`config.mk`:
```
export PLATFORM = sky130hd
export DESIGN_NAME = sorted_value_table
export DESIGN_NICKNAME = d
export VERILOG_FILES = /design/src/hdl/svt_pkg.sv /design/src/hdl/svt_cell.sv /design/src/hdl/sorted_value_table.sv
export SDC_FILE = /design/constraint.sdc
export NUM_CORES = 2
export LEC_CHECK = 0
export ABC_AREA = 1
export BUFFER_PORTS_ARGS = -buffer_cell sky130_fd_sc_hd__buf_4
export CAP_MARGIN = 40
export CORE_MARGIN = 1.5
export CORE_UTILIZATION = 40
export DETAILED_ROUTE_END_ITERATION = 10
export PLACE_DENSITY = 0.53
export SKIP_CTS_REPAIR_TIMING = 1
export SYNTH_ARGS = -nofsm -noshare
export SYNTH_HDL_FRONTEND = slang
export SYNTH_SLANG_ARGS = --single-unit
```
`constraint.sdc`:
```
create_clock -name clk -period 6.9 [get_ports clk]
set_input_delay 1.035 -clock clk [delete_from_list [all_inputs] [get_ports clk]]
set_output_delay 1.035 -clock clk [all_outputs]
set_load 0.1 [all_outputs]
```
`src/hdl/svt_pkg.sv`:
```
// ----------------------------------------------------------------------------
// svt_pkg
// Shared types and constants for the sorted value table.
// ----------------------------------------------------------------------------
package svt_pkg;

    localparam int CAPACITY      = 16;
    localparam int CNT_W         = $clog2(CAPACITY + 1);
    localparam int VALUE_W       = 32;
    localparam int ENTRY_CNT_W   = 5;

    typedef enum logic [1:0] {
        MODE_INSERT = 2'd0,
        MODE_DELETE = 2'd1,
        MODE_SEARCH = 2'd2
    } svt_mode_t;

    typedef enum logic [1:0] {
        ST_DONE      = 2'd0,
        ST_NOT_FOUND = 2'd1,
        ST_FULL      = 2'd2,
        ST_EMPTY     = 2'd3
    } svt_status_t;

    typedef struct packed {
        svt_mode_t                  mode;
        logic signed [VALUE_W-1:0]  value;
    } svt_req_t;

    typedef struct packed {
        svt_status_t                status;
        logic [ENTRY_CNT_W-1:0]     entry_count;
    } svt_rsp_t;

    typedef struct packed {
        logic                       ins_go;
        logic                       del_req;
        logic signed [VALUE_W-1:0]  value;
    } svt_cmd_t;

endpackage

```
`src/hdl/svt_cell.sv`:
```
// ----------------------------------------------------------------------------
// svt_cell
// One slot of the sorted chain: compares against the request value and
// shifts with its neighbors on insert or delete.
// ----------------------------------------------------------------------------
module svt_cell
    import svt_pkg::*;
(
    input  logic                        clk,
    input  svt_cmd_t                    cmd,
    input  logic                        occupied,
    input  logic                        prev_lt,
    input  logic                        found,
    input  logic signed [VALUE_W-1:0]   left_entry,
    input  logic signed [VALUE_W-1:0]   right_entry,
    output logic                        lt,
    output logic                        hit,
    output logic signed [VALUE_W-1:0]   entry
);

    logic signed [VALUE_W-1:0] entry_reg;
    logic signed [VALUE_W-1:0] entry_next;

    assign lt    = occupied && (entry_reg < cmd.value);
    assign hit   = occupied && (entry_reg == cmd.value) && prev_lt;
    assign entry = entry_reg;

    always_comb
    begin
        entry_next = entry_reg;
        if (cmd.ins_go && !lt)
        begin
            entry_next = prev_lt ? cmd.value : left_entry;
        end
        else if (cmd.del_req && found && !lt)
        begin
            entry_next = right_entry;
        end
    end

    always_ff @(posedge clk)
    begin
        entry_reg <= entry_next;
    end

endmodule

```
`src/hdl/sorted_value_table.sv`:
```
// ----------------------------------------------------------------------------
// sorted_value_table
// The result item is registered when the request item is taken.
// Throughput: one item per cycle while results are taken; the whole cell chain settles in that cycle.
// The output register lets a new item enter while the last result is taken.
// Reset clears the entry count and the output valid; cell contents stay
// undefined until written and are never read above the count.
// ----------------------------------------------------------------------------
module sorted_value_table
    import svt_pkg::*;
(
    input  logic        clk,
    input  logic        rst_n,
    input  logic        req_valid,
    output logic        req_ready,
    input  svt_req_t    req,
    output logic        rsp_valid,
    input  logic        rsp_ready,
    output svt_rsp_t    rsp
);

    logic [CNT_W-1:0]               count_reg;
    logic [CNT_W-1:0]               count_next;
    logic                           rsp_valid_reg;
    svt_rsp_t                       rsp_reg;
    svt_rsp_t                       rsp_next;
    logic                           accept;
    logic                           empty;
    logic                           full;
    logic                           found;
    svt_status_t                    status;
    svt_cmd_t                       cmd;
    logic [CAPACITY-1:0]            lt_vec;
    logic [CAPACITY-1:0]            hit_vec;
    logic [CAPACITY-1:0]            occ_vec;
    logic signed [VALUE_W-1:0]      entries [CAPACITY];

    assign req_ready = !rsp_valid_reg || rsp_ready;
    assign accept    = req_valid && req_ready;
    assign empty     = (count_reg == '0);
    assign full      = (count_reg == CNT_W'(CAPACITY));
    assign found     = |hit_vec;

    assign cmd.ins_go  = accept && (req.mode == MODE_INSERT) && !full;
    assign cmd.del_req = accept && (req.mode == MODE_DELETE);
    assign cmd.value   = req.value;

    generate
        for (genvar i = 0; i < CAPACITY; i++)
        begin : g_cell
            logic                       prev_lt;
            logic signed [VALUE_W-1:0]  left_entry;
            logic signed [VALUE_W-1:0]  right_entry;

            assign occ_vec[i] = (count_reg > CNT_W'(i));

            if (i == 0)
            begin : g_first
                assign prev_lt    = 1'b1;
                assign left_entry = req.value;
            end
            else
            begin : g_mid
                assign prev_lt    = lt_vec[i-1];
                assign left_entry = entries[i-1];
            end

            if (i == CAPACITY - 1)
            begin : g_last
                assign right_entry = entries[i];
            end
            else
            begin : g_inner
                assign right_entry = entries[i+1];
            end

            svt_cell u_cell (
                .clk         (clk),
                .cmd         (cmd),
                .occupied    (occ_vec[i]),
                .prev_lt     (prev_lt),
                .found       (found),
                .left_entry  (left_entry),
                .right_entry (right_entry),
                .lt          (lt_vec[i]),
                .hit         (hit_vec[i]),
                .entry       (entries[i])
            );
        end
    endgenerate

    always_comb
    begin
        count_next = count_reg;
        status     = ST_DONE;
        case (req.mode)
            MODE_INSERT:
            begin
                if (full)
                begin
                    status = ST_FULL;
                end
                else
                begin
                    count_next = count_reg + 1'b1;
                end
            end
            MODE_DELETE:
            begin
                if (empty)
                begin
                    status = ST_EMPTY;
                end
                else if (found)
                begin
                    count_next = count_reg - 1'b1;
                end
                else
                begin
                    status = ST_NOT_FOUND;
                end
            end
            default:
            begin
                if (empty)
                begin
                    status = ST_EMPTY;
                end
                else if (!found)
                begin
                    status = ST_NOT_FOUND;
                end
            end
        endcase
        rsp_next.status      = status;
        rsp_next.entry_count = ENTRY_CNT_W'(count_next);
    end

    always_ff @(posedge clk or negedge rst_n)
    begin
        if (!rst_n)
        begin
            count_reg     <= '0;
            rsp_valid_reg <= 1'b0;
        end
        else
        begin
            if (accept)
            begin
                count_reg     <= count_next;
                rsp_valid_reg <= 1'b1;
            end
            else if (rsp_ready)
            begin
                rsp_valid_reg <= 1'b0;
            end
        end
    end

    always_ff @(posedge clk)
    begin
        if (accept)
        begin
            rsp_reg <= rsp_next;
        end
    end

    assign rsp_valid = rsp_valid_reg;
    assign rsp       = rsp_reg;

`ifndef SYNTHESIS
    a_count_bound: assert property (@(posedge clk) disable iff (!rst_n)
        count_reg <= CNT_W'(CAPACITY))
        else $error("entry count above capacity");

    a_empty_count: assert property (@(posedge clk) disable iff (!rst_n)
        rsp_valid && (rsp.status == ST_EMPTY) |-> (rsp.entry_count == '0))
        else $error("empty status with nonzero count");

    a_full_hold: assert property (@(posedge clk) disable iff (!rst_n)
        accept && (req.mode == MODE_INSERT) && full |=> $stable(count_reg))
        else $error("count changed on insert into full table");

    a_delete_dec: assert property (@(posedge clk) disable iff (!rst_n)
        accept && (req.mode == MODE_DELETE) && found
        |=> (count_reg == $past(count_reg) - 1'b1))
        else $error("count not decremented on delete");
`endif

endmodule
```
Word-level counts from Yosys, hierarchy flattened
Index checks and enable logic that the tools add are counted.
Operators by class
  $add $sub $neg: 2
  $lt $le $gt $ge: 32
  equality and inequality tests: 18
  muxes and demuxes: 55
  reductions and logical operators: 121
Operators by type and width (number)
  $mux W32: 45
  $eq A32 B32 Y1: 16
  $lt A32 B32 Y1: 16
  $logic_and A1 B1 Y1: 83
  $gt A5 B4 Y1 const B: 8
  $reduce_bool A2 Y1: 16
  $gt A5 B3 Y1 const B: 4
  $logic_not A1 Y1: 18
  $reduce_or A16 Y1: 1
  $mux W5: 3
  $gt A5 B1 Y1 const B: 2
  $gt A5 B2 Y1 const B: 2
  $pmux W5 S2: 1
  $mux W2: 3
  $add A5 B1 Y5 const B: 1
  $eq A5 B5 Y1 const B: 1
  $logic_not A5 Y1: 1
  $sub A5 B1 Y5 const B: 1
  $mux W1: 3
  $eq A2 B1 Y1 const B: 1
  $logic_not A2 Y1: 1
  $logic_or A1 B1 Y1: 1
Word-level totals
  bits in registers: 525
  input bits: 38
  output and inout port bits: 9
  word-level logic and storage cells: 248

Longest topological paths before layout
  word-level depth: 8
  depth in mapped cells: 25
  gate-level depth less buffers: 25

Modules after synthesis
From an unflattened synthesis, not the netlist that was laid out.
Unflattened totals
  cell total of the unflattened synthesis: 6389
  area, all modules: 45082.0 µm²
Modules (own cells, without submodules)
  svt_cell: instances 16, cells each 390, area each 2750.1 µm², seq. area each 960.9 µm²
  sorted_value_table: instances 1, cells each 149, area each 1079.8 µm², seq. area each 360.3 µm²

Worst setup path before layout
OpenSTA, ideal clock, no wires.
  path kind: input-to-reg
  start point: in req[31] (netlist bit)
  end point: reg g_cell[10].u_cell.entry_reg[0], enable pin
  library setup time: 466 ps
  arrival time: 5188 ps
  data required time: 6434 ps
  path slack: 1246 ps
  stages on the path: 20
  cells stage by stage: inv_1 ha_1 nand2_1 nor2_2 nand2_2 nor2_2 inv_2 nor2_4 nand2_2 nand3_1 nand2_1 nand2_2 nand3_1 nand2_1 nor2_1 nand2_1 nor2_2 inv_2 nand3_2 o21ai_0
Between the ends
  word-level cells in the longest chain between the ends: 7
Ends and longest elaborated chain
  from (decl): line sorted_value_table.sv:16  | input svt_req_t req,
  $lt A32 B32 Y1 or $eq A32 B32 Y1 (tied branches): line svt_cell.sv:24, svt_cell.sv:25
  $logic_and A1 B1 Y1, on equally long branches: line svt_cell.sv:24, svt_cell.sv:25
  $logic_and A1 B1 Y1: line svt_cell.sv:25  | assign hit = occupied && (entry_reg == cmd.value) && prev_lt;
  $reduce_or A16 Y1: line sorted_value_table.sv:42  | assign found = |hit_vec;
  $logic_and A1 B1 Y1
  $logic_and A1 B1 Y1: line svt_cell.sv:35  | else if (cmd.del_req && found && !lt)
  $reduce_bool A2 Y1 (no line) (*)
  to (signal assigned): line svt_cell.sv:43  | entry_reg <= entry_next;
  to (decl): line svt_cell.sv:21  | logic signed [VALUE_W-1:0] entry_reg;
Every way passes the cells marked *; elsewhere a longest branch is shown, timed or not.
A chain may end at the register's enable or synchronous reset.

Final worst setup path
  start point: in req[13] (netlist bit)
  end point: reg g_cell[12].u_cell.entry_reg[10], enable pin
Between the ends
  word-level cells in the longest chain between the ends: 7
Ends and longest elaborated chain (line)
  $lt A32 B32 Y1 or $eq A32 B32 Y1 (tied branches): svt_cell.sv:24, svt_cell.sv:25
  $logic_and A1 B1 Y1, on equally long branches: svt_cell.sv:24, svt_cell.sv:25
  $logic_and A1 B1 Y1: svt_cell.sv:25
  $reduce_or A16 Y1: sorted_value_table.sv:42
  $logic_and A1 B1 Y1
  $logic_and A1 B1 Y1: svt_cell.sv:35
  $reduce_bool A2 Y1 (no line) (*)
  to (signal assigned): svt_cell.sv:43
  to (decl): svt_cell.sv:21
Marked as above.

==> results by group <==
Run status
  • Result of the run: complete, no violations

Setup path
  • CP max stage cell: o21ai_4
  • Top Family by Delay on Critical Path: simple AND/OR/NAND/NOR gates
  • Setup crit end kind: register
  • Flop2flop setup slack: 2.18 ns
  • RR Endpoint: g_cell[12].u_cell.entry[10]
  • Reg2Reg Launch Point: g_cell[13].u_cell.entry[15]
  • Crit path buf inv count: 4
  • Worst Path Max Fanout: 18
  • Critical Path Source Type: primary input
  • Crit-path most repeated cell: nand2_1
  • CP arrival: 5.78 ns
  • WP depth: 18
  • Critical Path RT: 7.22 ns
  • Crit path from: req[13]
  • Crit path cell chain: buf_4 > inv_1 > ha_1 > nand2_1 > nor3_1 > nand2_1 > nand2_1 > nand2_1 > nand3_1 > nand4_1 > nand2_1 > nor2_1 > nand2_1 > nor2_2 > inv_2 > nand3_2 > o21ai_4 > buf_4
  • Kind of critical path: in -> reg
  • Worst setup path end: g_cell[12].u_cell.entry[10]
  • Reg2reg path depth: 16
  • Critical path's largest stage delay: 0.80 ns

Yosys
  • Ys Warns: 0
  • Post-synth EDFFs: 519
  • Main flop type after synthesis: edfxtp_1
  • Number of synthesized register bits: 525
  • Netlist cell types: 47
  • Syn Nets: 5379
  • Share of the synthesized area in the top cell type: 39.9%
  • Post-synthesis sequential area ratio: 40.3%
  • Area leader, netlist: edfxtp_1
  • Top cells by area, synth: edfxtp_1 40%, ha_1 17%, nand2_1 10%, a21oi_1 8.7%, o21ai_0 6.0%
  • Cell area after synthesis: 39100 µm²
  • Syn Area/Cell: 8.10 µm²
  • Post-Syn Instances: 4824
  • Async SR Flop Fraction: 1.14%

GRT
  • First-pass GRT wire length: 203000 µm
  • M1 GR Usage: 37.8%
  • GR peak layer: met2
  • Largest net degree at the start of global routing: 65
  • Remaining Overflow, GRT: 0
  • GRT Total Usage: 26.4%
  • Met2 Usage GRT: 41.6%
  • GR Util met3: 2.99%
  • Initial antenna violation count: 0
  • Vias in the first global route: 34309

Power and ir drop
  • Peak supply drop: 0.143 mV
  • Power consumption: 0.0105 W
  • PwrDens: 242 nW/µm²
  • LEAKAGE: 18.3 nW

Timing
  • Fin Clk Skew: 0.0223 ns
  • Relative slew slack: 42.6%
  • Final period utilization: 79.1%
  • Final min period: 5.46 ns
  • Worst Tran Pin Value: 0.860 ns
  • Hold slack: 0.216 ns
  • RSZ-0062 raised after global routing: false
  • Setup_tns: 0 ns
  • Final setup viols: 0
  • Hold Vio Cnt, Final: 0
  • F_max: 183 MHz
  • Slew Limit Fails: 0

Placed design
  • Placed cell count: 6025
  • Detail Placement HPWL: 101000 µm
  • Routability cong.: 0.944
  • Buffers on Ports: 46
  • Post-DP Area: 41200 µm²

CTS
  • H-Tree Depth: 3
  • Maximum root-to-sink buffer count: 3
  • # clock sinks: 525
  • Clock-pin slew of the registers on the worst-case setup and hold paths: 0.06 ns
  • CTS tree: built
  • Total CTS buffers: 68
  • CTS root buffer: clkbuf_16
  • Clk_lat worst skew: 0.64 ns

Min path
  • Worst hold path class: in -> async

Finish
  • Largest register FFs: 512
  • Area growth syn-to-layout: 11.2%
  • Final instance area: 43500 µm²
  • Post-Layout Cell Count: 6149
  • Filler cells: 9705
  • Share of cells above drive strength 1: 7.00%
  • ANT cells: 0
  • NumNets Final: 5374
  • Flip-flop and latch area: 15700 µm²
  • Area occupied by multi-input gates: 21600 µm²

Floorplan
  • DIE WIDTH: 316 µm
  • Core Area: 96700 µm²
  • Cell Rows: 114
  • Die ar.: 99600 µm²
  • I/O pin cnt: 47
  • Initial Util: 40.4%
  • Die Y: 316 µm

Routing
  • Final WL: 132000 µm
  • DR WL/cell: 21.5 µm
  • 1st-iter DRT viols: 3065
  • Via count: 34722
  • Post-route ant nets: 0
  • Drt first pass iters: 6
  • DRC Markers: 0
  • Vias per cell: 5.65

Run
  • MaxCap Viol Count: 0
[per-layer routing]
metal	wire, µm	vias to the layer above
met1	62400	16600
li1	-	16812
met2	58800	1095
met3	7600	215
met4	3550	0
met5	0	-
[synthesized netlist by cell type (2+ instances only)]
library cell and count:
a21o_1 18, a21oi_1 679, a21oi_4 2, and2_1 2
and3_1 12, buf_1 2, buf_2 69, buf_4 2
clkbuf_1 143, dfrtp_1 6, edfxtp_1 519, ha_1 517
inv_1 240, inv_2 25, inv_4 2, nand2_1 1090
nand2_2 8, nand2_4 2, nand3_1 71, nand3_2 13
nand4_1 72, nor2_1 604, nor2_2 10, nor2_4 7
nor3_1 24, nor3_2 5, nor4_1 10, o21a_1 32
o21ai_0 467, o21ai_1 138, o21ai_2 13, o21bai_1 2
o22ai_1 2, or2_1 2, xor2_1 2
[power breakdown]
part | total, W | internal [W] | switching (W) | leakage (nW)
sequential | 0.00396 | 0.00378 | 0.000175 | 4.81
clock | 0.00366 | 0.00212 | 0.00153 | 1.08
combinational | 0.00290 | 0.000756 | 0.00215 | 12.4
total | 0.0105 | 0.00666 | 0.00386 | 18.3
[cell usage in the layout (no fill, tap or decap), types with 24 or more instances in the layout]
| master | netlist | layout |
|---|---|---|
| buf_4 | 2 | 126 |
| inv_1 | 240 | 240 |
| nand4_1 | 72 | 72 |
| nand2_1 | 1090 | 1089 |
| o21ai_0 | 467 | 462 |
| o21ai_1 | 138 | 138 |
| nor3_1 | 24 | 24 |
| nand3_1 | 71 | 69 |
| inv_2 | 25 | 25 |
| ha_1 | 517 | 517 |
| a21oi_1 | 679 | 679 |
| edfxtp_1 | 519 | 519 |
| o21a_1 | 32 | 32 |
| clkbuf_16 | 0 | 71 |
| nor2_1 | 604 | 604 |
[worst min path at each step]
stage	cells past startpoint	start	slack, ns	endpoint
floorplan	2	g_cell[1].u_cell.entry[0]	0.53	g_cell[0].u_cell.entry[0]
detailed placement	2	rsp_valid	0.51	rsp_valid
global placement	2	rsp_valid	0.52	rsp_valid
global route	1	rst_n	0.20	count_reg[1]
finish	1	rst_n	0.22	count_reg[4]
CTS	1	rst_n	0.18	count_reg[1]
[through the flow]
stage	setup WS, ns	util (%)
floorplan	1.25	-
global placement	0.886	42.2
detailed placement	0.895	42.7
CTS	1.58	44.9
global route	1.24	44.9
finish	1.44	44.9
[final cells by class]
class | instances | area share, %
multi-input cells | 3814 | 49.6
flip-flops and latches | 525 | 36.2
clock buffers | 94 | 4.47
well taps | 1276 | 3.67
repair buffers | 142 | 3.10
inverters | 268 | 2.33
clock inverters | 30 | 0.636
[cell families (layout without fill, tap and decap cells)]
family                   Yosys count  after routing  synth area share, %
flip-flops                       525            525                 40.3
AO/OA/AOI/OAI                   1358           1358                 18.0
adder cells (fa/ha/maj)          517            517                 16.6
AND/OR/NAND/NOR                 1936           1936                 20.2
buffers and inverters            485            534                 4.93
XOR/XNOR                           3              3               0.0673
Note: power is estimated with default switching activity, not from simulation.
